[config.mk]
export PLATFORM = sky130hd
export DESIGN_NAME = sliding_median_filter_unit
export DESIGN_NICKNAME = d
export VERILOG_FILES = /design/src/design/smf_pkg.sv /design/src/design/smf_cell.sv /design/src/design/sliding_median_filter_unit.sv
export SDC_FILE = /design/constraint.sdc
export NUM_CORES = 1
export LEC_CHECK = 0
export ABC_AREA = 1
export BUFFER_PORTS_ARGS = -buffer_cell sky130_fd_sc_hd__buf_2
export CORE_MARGIN = 2
export CORE_UTILIZATION = 35
export CTS_BUF_LIST = sky130_fd_sc_hd__clkbuf_16
export CTS_CLUSTER_SIZE = 28
export DETAILED_ROUTE_END_ITERATION = 16
export HOLD_SLACK_MARGIN = 0.15
export PLACE_DENSITY_LB_ADDON = 0.05
export SLEW_MARGIN = 20
export SYNTH_ARGS = -nofsm -noshare
export SYNTH_HDL_FRONTEND = slang
export SYNTH_SLANG_ARGS = --single-unit
[constraint.sdc]
create_clock -name clk -period 13.6 [get_ports clk]
set_input_delay 3.4 -clock clk [delete_from_list [all_inputs] [get_ports clk]]
set_output_delay 3.4 -clock clk [all_outputs]
set_load 0.01 [all_outputs]
[src/design/smf_pkg.sv]
// smf_pkg: shared types and codes of the sliding median filter
// holds the sample type, register indexes, the cell control group and the sequencer states
// no dependencies
package smf_pkg;

	localparam int unsigned SAMPLE_W   = 24;
	localparam int unsigned CFG_IDX_W  = 2;
	localparam int unsigned CFG_DATA_W = 4;
	localparam int unsigned WSIZE_W    = 4;

	typedef logic signed [SAMPLE_W-1:0] sample_t;

	// register indexes of the configuration port
	localparam logic [CFG_IDX_W-1:0] REG_FILTER_ENABLE = 2'd0;
	localparam logic [CFG_IDX_W-1:0] REG_WINDOW_SIZE   = 2'd1;

	localparam logic [WSIZE_W-1:0] WSIZE_RESET = 4'd5;

	// control shared by every cell of the row
	typedef struct packed {
		logic load;    // beat taken with the filter on: shift history, reload ring
		logic rotate;  // ranking step: compare and pass the ring value on
	} smf_cell_ctrl_t;

	typedef enum logic [1:0] {
		ST_IDLE,
		ST_RANK,
		ST_OUT
	} smf_state_t;

endpackage

[src/design/smf_cell.sv]
// smf_cell: one history position of the median filter row
// holds a history sample, a ring value passed from the neighbour and a running rank
// depends on smf_pkg
module smf_cell #(
	parameter int unsigned WINDOW_MAX = 9,
	parameter int unsigned INDEX      = 0
) (
	input  logic                              clk,
	input  logic                              arst_n,
	input  smf_pkg::smf_cell_ctrl_t           ctrl,
	input  logic [$clog2(WINDOW_MAX+1)-1:0]   win,
	input  logic [$clog2(WINDOW_MAX)-1:0]     step,
	input  logic [$clog2(WINDOW_MAX)-1:0]     med_idx,
	input  smf_pkg::sample_t                  hist_in,
	input  smf_pkg::sample_t                  ring_in,
	output smf_pkg::sample_t                  hist_d,
	output smf_pkg::sample_t                  hist,
	output smf_pkg::sample_t                  ring,
	output logic                              hit
);
	import smf_pkg::*;

	localparam int unsigned CW = $clog2(WINDOW_MAX + 1);
	localparam int unsigned IW = $clog2(WINDOW_MAX);
	localparam logic [CW-1:0] INDEX_W = CW'(INDEX);
	localparam logic [IW-1:0] INDEX_I = IW'(INDEX);

	sample_t       hist_q;
	sample_t       ring_q;
	logic [IW-1:0] rank_q;
	logic          active;
	logic          less;

	assign active = INDEX_W < win;

	// ring value came from position INDEX-step (mod window); it is newer in
	// the row exactly when step <= INDEX, which breaks ties by position
	assign less = (ring_q < hist_q) || ((ring_q == hist_q) && (step <= INDEX_I));

	always_comb begin
		hist_d = hist_q;
		if (ctrl.load && active) begin
			hist_d = hist_in;
		end
	end

	always_ff @(posedge clk or negedge arst_n) begin
		if (!arst_n) begin
			hist_q <= '0;
		end else begin
			hist_q <= hist_d;
		end
	end

	always_ff @(posedge clk) begin
		if (ctrl.load || ctrl.rotate) begin
			ring_q <= ring_in;
		end
		if (ctrl.load) begin
			rank_q <= '0;
		end else if (ctrl.rotate && active && less) begin
			rank_q <= rank_q + IW'(1);
		end
	end

	assign hist = hist_q;
	assign ring = ring_q;
	assign hit  = active && (rank_q == med_idx);

endmodule

[src/design/sliding_median_filter_unit.sv]
// sliding_median_filter_unit: running median filter, top level
// a row of smf_cell positions ranked by a rotating ring, sequencer and output register
// depends on smf_pkg and smf_cell
//
// Usage. Samples enter on the input channel (in_valid/in_ready, sample_in and
// block_end_in); one result beat per sample leaves on the output channel
// (out_valid/out_ready, median_out and block_end_out). With the filter on, the
// sample is shifted into the first w history positions and the result is the
// element of rank w/2 of those w values (upper middle for an even w). With the
// filter off the sample is returned as it is and the history is left alone.
// With the filter on, a sample passes a load, w-1 ranking steps of the ring that
// passes values from cell to cell and a load into the output register; with the
// filter off only the load into the output register. A new sample is taken only
// while the sequencer is idle. The output register lets the next sample in while
// a result waits; a stalled receiver holds the sequencer only once the following
// result is ready. Reset clears the history to zero, the filter to on and the
// window size to 5. Configuration writes are taken at once and must only come
// while no sample is in flight.
module sliding_median_filter_unit #(
	parameter int unsigned WINDOW_MAX = 9
) (
	input  logic                                  clk,
	input  logic                                  arst_n,
	input  logic                                  cfg_we,
	input  logic [smf_pkg::CFG_IDX_W-1:0]         cfg_index,
	input  logic [smf_pkg::CFG_DATA_W-1:0]        cfg_data,
	input  logic                                  in_valid,
	output logic                                  in_ready,
	input  logic signed [smf_pkg::SAMPLE_W-1:0]   sample_in,
	input  logic                                  block_end_in,
	output logic                                  out_valid,
	input  logic                                  out_ready,
	output logic signed [smf_pkg::SAMPLE_W-1:0]   median_out,
	output logic                                  block_end_out
);
	import smf_pkg::*;

	localparam int unsigned CW = $clog2(WINDOW_MAX + 1);
	localparam int unsigned IW = $clog2(WINDOW_MAX);
	localparam int unsigned EW = (CW > WSIZE_W) ? CW : WSIZE_W;

	// configuration
	logic               enable_q;
	logic [WSIZE_W-1:0] wsize_q;
	logic [EW-1:0]      wsize_ext;
	logic [CW-1:0]      win;
	logic [IW-1:0]      last_idx;
	logic [IW-1:0]      med_idx;

	// sequencer
	smf_state_t     state_q, state_d;
	logic [IW-1:0]  step_q, step_d;
	smf_cell_ctrl_t cell_ctrl;
	logic           accept;
	logic           out_load;
	logic           bypass_q;
	sample_t        pass_q;
	logic           end_q;

	// cell row
	sample_t                hist_in  [WINDOW_MAX];
	sample_t                ring_in  [WINDOW_MAX];
	sample_t                hist_d   [WINDOW_MAX];
	sample_t                hist     [WINDOW_MAX];
	sample_t                ring     [WINDOW_MAX];
	logic [WINDOW_MAX-1:0]  hit;
	sample_t                median;

	// output register
	logic    out_valid_q;
	sample_t median_q;
	logic    block_end_q;

	always_ff @(posedge clk or negedge arst_n) begin
		if (!arst_n) begin
			enable_q <= 1'b1;
			wsize_q  <= WSIZE_RESET;
		end else if (cfg_we) begin
			unique case (cfg_index)
				REG_FILTER_ENABLE: enable_q <= cfg_data[0];
				REG_WINDOW_SIZE:   wsize_q  <= cfg_data[WSIZE_W-1:0];
				default: ;
			endcase
		end
	end

	// effective window: zero acts as one, large values saturate
	assign wsize_ext = EW'(wsize_q);
	always_comb begin
		if (wsize_ext == '0) begin
			win = CW'(1);
		end else if (wsize_ext > EW'(WINDOW_MAX)) begin
			win = CW'(WINDOW_MAX);
		end else begin
			win = CW'(wsize_ext);
		end
	end
	assign last_idx = IW'(win - CW'(1));
	assign med_idx  = IW'(win >> 1);

	assign accept = in_valid && in_ready;

	always_comb begin
		state_d          = state_q;
		step_d           = step_q;
		in_ready         = 1'b0;
		out_load         = 1'b0;
		cell_ctrl.load   = 1'b0;
		cell_ctrl.rotate = 1'b0;
		unique case (state_q)
			ST_IDLE: begin
				in_ready = 1'b1;
				if (in_valid) begin
					step_d = IW'(1);
					if (enable_q) begin
						cell_ctrl.load = 1'b1;
						state_d = (win == CW'(1)) ? ST_OUT : ST_RANK;
					end else begin
						state_d = ST_OUT;
					end
				end
			end
			ST_RANK: begin
				cell_ctrl.rotate = 1'b1;
				if (step_q == last_idx) begin
					state_d = ST_OUT;
				end else begin
					step_d = step_q + IW'(1);
				end
			end
			ST_OUT: begin
				if (!out_valid_q || out_ready) begin
					out_load = 1'b1;
					state_d  = ST_IDLE;
				end
			end
			default: state_d = ST_IDLE;
		endcase
	end

	always_ff @(posedge clk or negedge arst_n) begin
		if (!arst_n) begin
			state_q <= ST_IDLE;
			step_q  <= '0;
		end else begin
			state_q <= state_d;
			step_q  <= step_d;
		end
	end

	always_ff @(posedge clk) begin
		if (accept) begin
			bypass_q <= !enable_q;
			pass_q   <= sample_in;
			end_q    <= block_end_in;
		end
	end

	// row wiring: history moves one place down, the ring closes at the window end
	genvar gi;
	generate
		for (gi = 0; gi < WINDOW_MAX; gi++) begin : g_cell
			if (gi == 0) begin : g_head
				assign hist_in[gi] = sample_in;
				assign ring_in[gi] = cell_ctrl.load ? hist_d[last_idx] : ring[last_idx];
			end else begin : g_body
				assign hist_in[gi] = hist[gi-1];
				assign ring_in[gi] = cell_ctrl.load ? hist_d[gi-1] : ring[gi-1];
			end

			smf_cell #(
				.WINDOW_MAX (WINDOW_MAX),
				.INDEX      (gi)
			) u_cell (
				.clk     (clk),
				.arst_n  (arst_n),
				.ctrl    (cell_ctrl),
				.win     (win),
				.step    (step_q),
				.med_idx (med_idx),
				.hist_in (hist_in[gi]),
				.ring_in (ring_in[gi]),
				.hist_d  (hist_d[gi]),
				.hist    (hist[gi]),
				.ring    (ring[gi]),
				.hit     (hit[gi])
			);
		end
	endgenerate

	// exactly one active cell holds the wanted rank
	always_comb begin
		median = '0;
		for (int i = 0; i < WINDOW_MAX; i++) begin
			if (hit[i]) begin
				median = median | hist[i];
			end
		end
	end

	always_ff @(posedge clk or negedge arst_n) begin
		if (!arst_n) begin
			out_valid_q <= 1'b0;
		end else if (out_load) begin
			out_valid_q <= 1'b1;
		end else if (out_ready) begin
			out_valid_q <= 1'b0;
		end
	end

	always_ff @(posedge clk) begin
		if (out_load) begin
			median_q    <= bypass_q ? pass_q : median;
			block_end_q <= end_q;
		end
	end

	assign out_valid     = out_valid_q;
	assign median_out    = median_q;
	assign block_end_out = block_end_q;

	a_one_median: assert property (@(posedge clk) disable iff (!arst_n)
		(state_q == ST_OUT) && !bypass_q |-> $onehot(hit))
		else $error("median rank not held by exactly one cell");

	a_step_range: assert property (@(posedge clk) disable iff (!arst_n)
		(state_q == ST_RANK) |-> (CW'(step_q) < win) && (step_q != '0))
		else $error("ranking step outside the window");

	a_result_lands: assert property (@(posedge clk) disable iff (!arst_n)
		out_load |=> out_valid_q)
		else $error("result beat lost at the output register");

	a_bypass_keeps_history: assert property (@(posedge clk) disable iff (!arst_n)
		accept && !enable_q |=> hist[0] == $past(hist[0]))
		else $error("history moved while the filter is off");

	a_no_load_busy: assert property (@(posedge clk) disable iff (!arst_n)
		cell_ctrl.load |-> (state_q == ST_IDLE) && !cell_ctrl.rotate)
		else $error("history load outside an input beat");

endmodule
# After elaboration in Yosys (flattened, before gate mapping)
# Index checks and enable logic that the tools add are counted.
# op_classes
add_sub_neg,11
order_cmp,29
n_eq_ne,27
muxes,54
bitwise_logic,9
reduce_logical,68
# ops
op,count
$mux W24,32
$eq A24 B24 Y1,9
$lt A24 B24 Y1,9
$bmux W24 S4,2
$or A24 B24 Y24,8
$logic_and A1 B1 Y1,46
$add A4 B1 Y4 const B,10
$eq A4 B3 Y1,9
$le A4 B3 Y1 const B,4
$lt A3 B4 Y1 const A,4
$mux W4,4
$logic_or A1 B1 Y1,11
$mux W2,5
$mux W1,9
$le A4 B1 Y1 const B,2
$le A4 B2 Y1 const B,2
$lt A1 B4 Y1 const A,2
$lt A2 B4 Y1 const A,2
$ne A2 B2 Y1 const B,4
$pmux W4 S2,1
$pmux W2 S3,1
$reduce_and A3 Y1,2
$ge A5 B5 Y1 const B,1
$not A4 Y5,1
other kinds (13),18
# totals
regBits,531
inputBits,36
output_inout_bits,27
wordCells,235

# Longest topological paths before layout
# Gate-level depths: netlist of the first run.
# depth
word_depth,23
ltp_mapped,21
mapped_depth_nobuf,17

# Hierarchy
# From an unflattened synthesis of the first run, not the netlist that was laid out.
# unflattened
cells_unflattened,4317
hier_area_um2,33568.4
# modules_own_cells
module,n_inst,cells_per_inst,area_each_um2,seq_area_each_um2
sliding_median_filter_unit,1,2002,10637.7,1835.5
smf_cell (g_cell[1].u_cell),1,259,2561.2,1401.3
smf_cell (g_cell[0].u_cell),1,260,2557.5,1401.3
smf_cell (g_cell[8].u_cell),1,255,2553.7,1401.3
smf_cell (g_cell[4].u_cell),1,265,2552.4,1401.3
smf_cell (g_cell[6].u_cell),1,254,2549.9,1401.3
smf_cell (g_cell[5].u_cell),1,259,2548.7,1401.3
smf_cell (g_cell[3].u_cell),1,256,2544.9,1401.3
smf_cell (g_cell[2].u_cell),1,254,2541.2,1401.3
smf_cell (g_cell[7].u_cell),1,253,2521.2,1401.3

# Least setup slack after synthesis of the first run
# OpenSTA, ideal clock, no wires.
# synth_path
path_kind,in2reg
start,in in_valid
end,reg g_cell[1].u_cell.ring_q[0] (enable)
setup_time_ns,1.529
arrival_time_ns,7.666
required_ns,12.071
setup_slack_ns,4.405
stages,8
path_buffers,4
cell_sequence,nand2_1 inv_1 nand2_1 buf_4 buf_2 clkbuf_1 clkbuf_1 nand2_1
# synth_between
elab_chain_len,3
# synth_rtl
item,line,text
start: declaration,sliding_median_filter_unit.sv:27,"input logic in_valid,"
$mux W1,sliding_median_filter_unit.sv:113,if (in_valid) begin
$mux W1,sliding_median_filter_unit.sv:110,unique case (state_q)
$logic_or A1 B1 Y1,smf_cell.sv:56,if (ctrl.load || ctrl.rotate) begin
end signal: assignment,smf_cell.sv:57,ring_q <= ring_in;
end: declaration,smf_cell.sv:29,sample_t ring_q;
# No other way between the ends.
# A chain may end at the register's enable or synchronous reset.

# Worst setup path after layout of the first run
# layout_path
start,in in_valid
end,reg g_cell[0].u_cell.ring_q[20] (data pin)
# layout_between
elab_chain_len,8
elab_cells_between_ends,24
classes_between,mux (15); reduce/logical (9)
# layout_rtl
item,line,text
$mux W1,sliding_median_filter_unit.sv:113,
$mux W1,sliding_median_filter_unit.sv:110,
$logic_and A1 B1 Y1,smf_cell.sv:42,if (ctrl.load && active) begin
$mux W24,smf_cell.sv:42,
net g_cell[6].u_cell.hist_d[20],smf_cell.sv:16,"output smf_pkg::sample_t hist_d,"
$bmux W24 S4,sliding_median_filter_unit.sv:165,assign ring_in[gi] = cell_ctrl.load ? hist_d[last_idx] : ring[last_idx];
$mux W24 (implied by the code) (2 in a row),sliding_median_filter_unit.sv:165,
$mux W24,sliding_median_filter_unit.sv:165,
net g_cell[0].u_cell.ring_in[20],smf_cell.sv:15,"input smf_pkg::sample_t ring_in,"
end signal: assignment,smf_cell.sv:57,
end: declaration,smf_cell.sv:29,
# The timed path passes the listed nets, and every way through them passes these cells. The select of a mux whose other input is x is not followed.

==> metrics.md, run 1 <==
| Metric | Value |
|---|---|
| #FFs+latches synth | `531` |
| Drt pass-1 iters | `5` |
| Pin count of the biggest net entering global routing | `92` |
| First DRT Iteration DRCs | `3063` |
| Clk network pwr share | `17.1%` |
| Post-layout minimum cycle time | `6.66 ns` |
| Max-capacitance violation count | `0` |
| Die Width | `310 µm` |
| Launch point of the worst reg-to-reg path | `wsize_ext[3]` |
| Combinational power share | `51.9%` |
| Pre-CTS setup slack | `6.33 ns` |
| CTS Sinks | `531` |
| Top_reg_cell synth | `edfxtp_1` |
| Ratio of total power to cell area | `291 mW/mm²` |
| Max Clk Rate | `0.150 GHz` |
| Layout Skew | `0.0324 ns` |
| Die ar. | `0.0961 mm²` |
| Post-route design area | `0.0365 mm²` |
| CTS buffer count | `70` |
| Crit-path slowest cell | `nand2_1` |
| VDD IR-drop max | `133 µV` |
| Die Height | `310 µm` |
| Final worst-path cycle share | `49.0%` |
| Average cell area after synthesis | `7.83 µm²` |
| Synth cell types | `46` |
| Nets@finish | `4450` |
| Hold Path Class | `flip-flop to flip-flop` |
| Cts hold-fix bufs | `0` |
| Req. time, crit path | `13.97 ns` |
| Fin. Hold Viols | `0` |
| Overall routing resource usage | `29.8%` |
| Number of flops mapped to enable cells by yosys | `267` |
| Final setup vio count | `0` |
| Yosys warning total | `0` |
| Vias | `29083` |
| Slew at the pin closest to its max-slew limit | `1.12 ns` |
| Worst stage delay on the critical path | `0.83 ns` |
| Port Buffers | `62` |
| Area post-placement | `0.0343 mm²` |
| Clock latency on the worst-skew pair | `0.65 ns` |
| Syn_nets | `4456` |
| P_int | `5.30 mW` |
| CTS max path bufs | `3` |
| Setup CP Type | `primary input to flip-flop` |
| Tot Pwr | `10.6 mW` |
| Core Rows | `112` |
| Critical-path cell list | `buf_2 -> nand2_1 -> inv_1 -> nand2_4 -> inv_4 -> buf_4 -> nand2_1 -> nand2_1 -> o21a_1 -> inv_1 -> o21ai_0 -> nand3_1 -> nand3_1 -> a21oi_1` |
| Post-DP HPWL | `96600 µm` |
| DRC Markers | `0` |
| CTS root buffer | `clkbuf_16` |
| Sw Pwr | `5.33 mW` |
| Post-route ant nets | `0` |
| Placeable Area | `0.0930 mm²` |
| Ports | `63` |
| R2r worst-path depth | `17` |
| Crit path max fanout | `71` |
| Clock transition at path regs | `0.05 ns` |
| Synth Cell Area | `0.0328 mm²` |
| GPL Wtd Cong | `0.890` |
| Sequential share of the synthesized area | `44.1%` |
| RSZ-0062 raised after global routing | `no` |
| Crit path arrival time | `7.03 ns` |
| Seq pwr share | `31.0%` |
| Initial antenna violation count | `4` |
| Synthesized instance count | `4187` |
| Cell leakage power | `17.3 nW` |
| Run status | `finished clean` |
| Crit end category | `flip-flop` |
| Global-route wire length before repair | `205000 µm` |
| Hold EP | `block_end_out` |
| Worst Setup Slack, final | `6.94 ns` |
| Reg2reg setup slack | `7.80 ns` |
| Setup_tns | `0 ns` |
| Syn-to-layout area delta | `11.4%` |
| Synth async-reset ratio | `42.9%` |
| Initial Utilization | `35.2%` |
| Htree depth | `3` |
| Postcts setup bufs | `0` |
| Post-CTS sizing | `0` |
| Routed length per instance | `26.1 µm` |
| Drt via density | `5.29` |
| Crit path launch type | `primary input` |
| Rel. slew slack | `24.9%` |
| Routed WL | `143000 µm` |
| Hold path start | `end_q` |
| Hold Path Depth | `0` |
| Sw frac | `50.2%` |
| Grt ovf | `0` |
| R2R Path End | `g_cell[0].u_cell.ring[8]` |
| Pins Over Slew Limit | `0` |
| Most Frequent Cell on Critical Path | `nand2_1` |
| Layout cells sized above 1 | `6.58%` |
| Final Util | `39.2%` |
| Vias in the first global route | `28124` |
| TritonCTS clock tree | `yes` |
[power by group through the flow]
stage          clock [mW]  sequential, mW  combinational (mW)
2_1_floorplan           0            3.14                3.32
3_3_place_gp            0            3.31                5.44
3_5_place_dp            0            3.29                5.42
4_1_cts              1.85            3.28                5.45
5_1_grt              1.91            3.37                6.10
6_report             1.82            3.29                5.52
[per-layer routing]
| metal | GRT usage, % | share of wire, % | vias up |
|---|---|---|---|
| met5 | 0 | 0 | - |
| met4 | 10.3 | 3.7 | 0 |
| met3 | 4.30 | 6.5 | 216 |
| met2 | 47.2 | 45 | 1060 |
| met1 | 41.7 | 45 | 14046 |
| li1 | - | - | 13761 |
[registers in the layout (all words and copies together) (netlist names)]
name / cells
wsize_ext: 4
pass_q: 24
bypass_q: 1
out_valid: 1
enable_q: 1
median_out: 24
block_end_out: 1
g_cell.u_cell.hist: 216
g_cell.u_cell.ring: 216
step_q: 4
state_q: 2
g_cell.u_cell.rank_q: 36
end_q: 1
[cell families after synthesis]
| family | share of synthesized area, % |
|---|---|
| AOI/OAI and AO/OA | 16.0 |
| xor gates and xnor gates | 1.07 |
| adders and majority gates | 8.90 |
| buffers and inverters | 10.1 |
| DFF | 44.1 |
| and+or+nand+nor | 19.9 |
[final cells by class]
type	count	area, µm²
Antenna cell	1	2.50
Clock inverter	59	420
Tap cell	1254	1570
Multi-Input combinational cell	2821	15100
Sequential cell	531	14400
Inverter	641	2410
Fill cell	9817	56500
Timing Repair Buffer	116	726
Clock buffer	71	1780
[cells in the final DEF (no fill, tap or decap), types with 13 or more instances in the layout]
cell          n
nor3_1       21
clkbuf_16    71
buf_4        54
o21ai_0     442
dfrtp_1     225
inv_1       653
nand3_1     197
o21a_1       66
a21oi_1     214
nand3b_1     18
ha_1        232
o22ai_1      78
clkinv_1     13
clkinv_2     15
nand4_1      23
edfxtp_1    267
a31oi_1      44
dfxtp_1      36
nand2_1    1055
nor2_1      221
buf_2        61
o21ai_1      77
or2_2        24
a21o_1       15
xor2_1       27
[cells in the mapped netlist (11+ instances only)]
cell	number	area share, %
o21ai_1	79	1.2
dfrtp_1	225	17
ha_1	233	8.9
inv_1	634	7.3
buf_2	65	0.99
edfxtp_1	267	24
or2_2	24	0.46
clkbuf_1	98	1.1
xnor2_1	11	0.29
nor3_1	21	0.32
o211ai_1	11	0.25
nor2_1	223	2.6
xor2_1	27	0.72
o21a_1	66	1.5
nand3_1	198	3.0
o21ai_0	442	6.8
buf_1	13	0.15
a31oi_1	44	0.84
o22ai_1	78	1.5
buf_4	15	0.34
dfxtp_1	36	2.2
nand2_1	1061	12
nand3b_1	18	0.41
a21oi_1	215	3.3
nand4_1	23	0.44
a21o_1	15	0.34
[worst max-delay path: cells and delay by family]
| kind | cells | cell delay, ns |
|---|---|---|
| AO/OA/AOI/OAI | 3 | 0.41 |
| buffers and inverters | 5 | 1.36 |
| AND/OR/NAND/NOR | 6 | 1.78 |
[worst max-delay path by stage]
stage	start	end	slack, ns	cells past startpoint
3_3_place_gp	in_valid	g_cell[0].u_cell.ring[0]	6.40	13
6_report	in_valid	g_cell[0].u_cell.ring[20]	6.94	14
5_1_grt	in_valid	g_cell[0].u_cell.ring[20]	6.63	14
2_1_floorplan	in_valid	g_cell[1].u_cell.ring[0]	4.41	8
4_1_cts	in_valid	g_cell[0].u_cell.ring[20]	6.96	14
3_5_place_dp	in_valid	g_cell[0].u_cell.ring[23]	6.33	14
[per-stage QoR]
stage	std cells	hold WS [ns]
after floorplan	4187	0.400
after global placement	5363	0.403
after detailed placement	5363	0.407
after CTS	5493	0.421
after global routing	5493	0.430
final	5494	0.420
Power figures use the tool's default switching activity.
==> inputs of run 2 (changes only) <==
clock period = 6.3 ns   (was 13.6 ns; I/O delays follow)
==> metrics.md, run 2 (synthesized netlist as in run 1, its figures left out) <==
| Metric | Value |
|---|---|
| Final Util | `39.3%` |
| Cts hold-fix bufs | `0` |
| Final worst-path cycle share | `67.7%` |
| Post-route insts no fill | `5502` |
| CTS max path bufs | `3` |
| Setup CP Type | `flip-flop to flip-flop` |
| Ratio of total power to cell area | `626 mW/mm²` |
| Syn-to-layout area delta | `11.6%` |
| Vias in the first global route | `27612` |
| CTS Sinks | `531` |
| Crit path max fanout | `11` |
| Routed WL | `143000 µm` |
| Post-DP HPWL | `98600 µm` |
| RSZ-0062 raised after global routing | `no` |
| Reg area | `0.0144 mm²` |
| Vias | `28850` |
| Max-capacitance violation count | `0` |
| Pin count of the biggest net entering global routing | `158` |
| Layout Skew | `0.0256 ns` |
| Initial antenna violation count | `7` |
| Die Width | `310 µm` |
| Global-route wire length before repair | `202000 µm` |
| Final setup vio count | `0` |
| Most common cell after layout, fill and taps aside | `nand2_1` |
| Number of fillers in the final layout | `9805` |
| Drt pass-1 iters | `5` |
| Sw Pwr | `11.5 mW` |
| Crit path launch type | `flip-flop` |
| Worst Setup Slack, final | `2.04 ns` |
| Clk network pwr share | `16.7%` |
| Clock transition at path regs | `0.06 ns` |
| CTS buffer count | `69` |
| Post-route design area | `0.0366 mm²` |
| Crit end category | `flip-flop` |
| Area of the multi-input gates | `0.0152 mm²` |
| Slew at the pin closest to its max-slew limit | `1.10 ns` |
| Routed length per instance | `25.9 µm` |
| Clock latency on the worst-skew pair | `0.65 ns` |
| Pre-CTS setup slack | `1.71 ns` |
| First DRT Iteration DRCs | `2692` |
| Hold_ws | `0.426 ns` |
| Max Clk Rate | `0.235 GHz` |
| Post-route ant nets | `0` |
| Combinational power share | `52.2%` |
| CTS root buffer | `clkbuf_16` |
| Ports | `63` |
| Req. time, crit path | `6.70 ns` |
| P_int | `11.4 mW` |
| Sw frac | `50.3%` |
| VDD IR-drop max | `243 µV` |
| Die Height | `310 µm` |
| Post-layout minimum cycle time | `4.26 ns` |
| Seq pwr share | `31.1%` |
| Rel. slew slack | `26.4%` |
| Run status | `finished clean` |
| Crit path arrival time | `4.66 ns` |
| Tot Pwr | `22.9 mW` |
| Cell leakage power | `17.4 nW` |
| Port Buffers | `62` |
| Die ar. | `0.0961 mm²` |
| Layout cells sized above 1 | `6.83%` |
| Placed insts | `5373` |
| Setup_tns | `0 ns` |
| Pins Over Slew Limit | `0` |
| Postcts setup bufs | `0` |
| Placeable Area | `0.0930 mm²` |
| TritonCTS clock tree | `yes` |
| Drt via density | `5.24` |
| Commonest non-fill, non-tap cells in the layout | `1053 x nand2_1, 654 x inv_1, 442 x o21ai_0` |
| Core Rows | `112` |
| DRC Markers | `0` |
| Area post-placement | `0.0345 mm²` |
| Hold Path Class | `flip-flop to flip-flop` |
| GPL Wtd Cong | `0.887` |
| Grt ovf | `0` |
| Htree depth | `3` |
| Overall routing resource usage | `29.7%` |
| Fin. Hold Viols | `0` |
| Nets@finish | `4459` |
| Initial Utilization | `35.2%` |
| Post-CTS sizing | `0` |
[run 2: cell types whose count changed in the layout (fill, tap and decap cells not counted), moves of 3 or more]
cell	previous run	this run
buf_4	54	58
nand2_2	7	10
buf_12	0	6
bufinv_16	4	1
[run 2: critical path, stage by stage (launching register included)]
cell      delay (ns)
dfrtp_1         0.65
o21ai_2         0.16
nand2_2         0.35
inv_1           0.26
ha_1            0.34
a21oi_2         0.42
nor4_4          0.12
nand2_2         0.54
buf_4           0.35
o21ai_1         0.08
nand3b_1        0.44
nand2_1         0.18
inv_1           0.07
[run 2: metal layers]
| metal | vias up | routed length (µm) | global-route usage (%) | share of wire [%] |
|---|---|---|---|---|
| li1 | 13816 | - | - | - |
| met1 | 13829 | 64200 | 40.5 | 45 |
| met4 | 8 | 5250 | 10.4 | 3.7 |
| met5 | - | 64 | 0 | 0.045 |
| met2 | 959 | 63300 | 46.1 | 44 |
| met3 | 238 | 9950 | 6.67 | 7.0 |
[run 2: final cells by class]
cell class                      count  area share (%)
Tap cell                         1254            4.29
Multi-Input combinational cell   2821            41.5
Inverter                          641            6.60
Clock buffer                       73            4.99
Sequential cell                   531            39.5
Clock inverter                     54           0.756
Antenna cell                        2          0.0137
Timing Repair Buffer              126            2.39
[run 2: final timing paths]
path	depth (start not counted)	endpoint	start	slack, ns
max	12	median_out[14]	wsize_ext[3]	2.04
min	0	block_end_out	end_q	0.43
max reg2reg	12	median_out[14]	wsize_ext[3]	2.04
min reg2reg	0	block_end_out	end_q	0.43
max in group asynchronous	2	g_cell[8].u_cell.hist[1]	arst_n	4.03
min in group asynchronous	1	g_cell[4].u_cell.hist[18]	arst_n	1.01
[run 2: power by group through the flow]
stage                     logic, mW  registers [mW]  clock network [mW]
after floorplan                7.17            6.71                   0
after global placement         11.7            7.16                   0
after detailed placement       11.7            7.12                   0
after CTS                      11.8            7.09                3.90
after global routing           13.2            7.30                4.01
final                          11.9            7.11                3.83
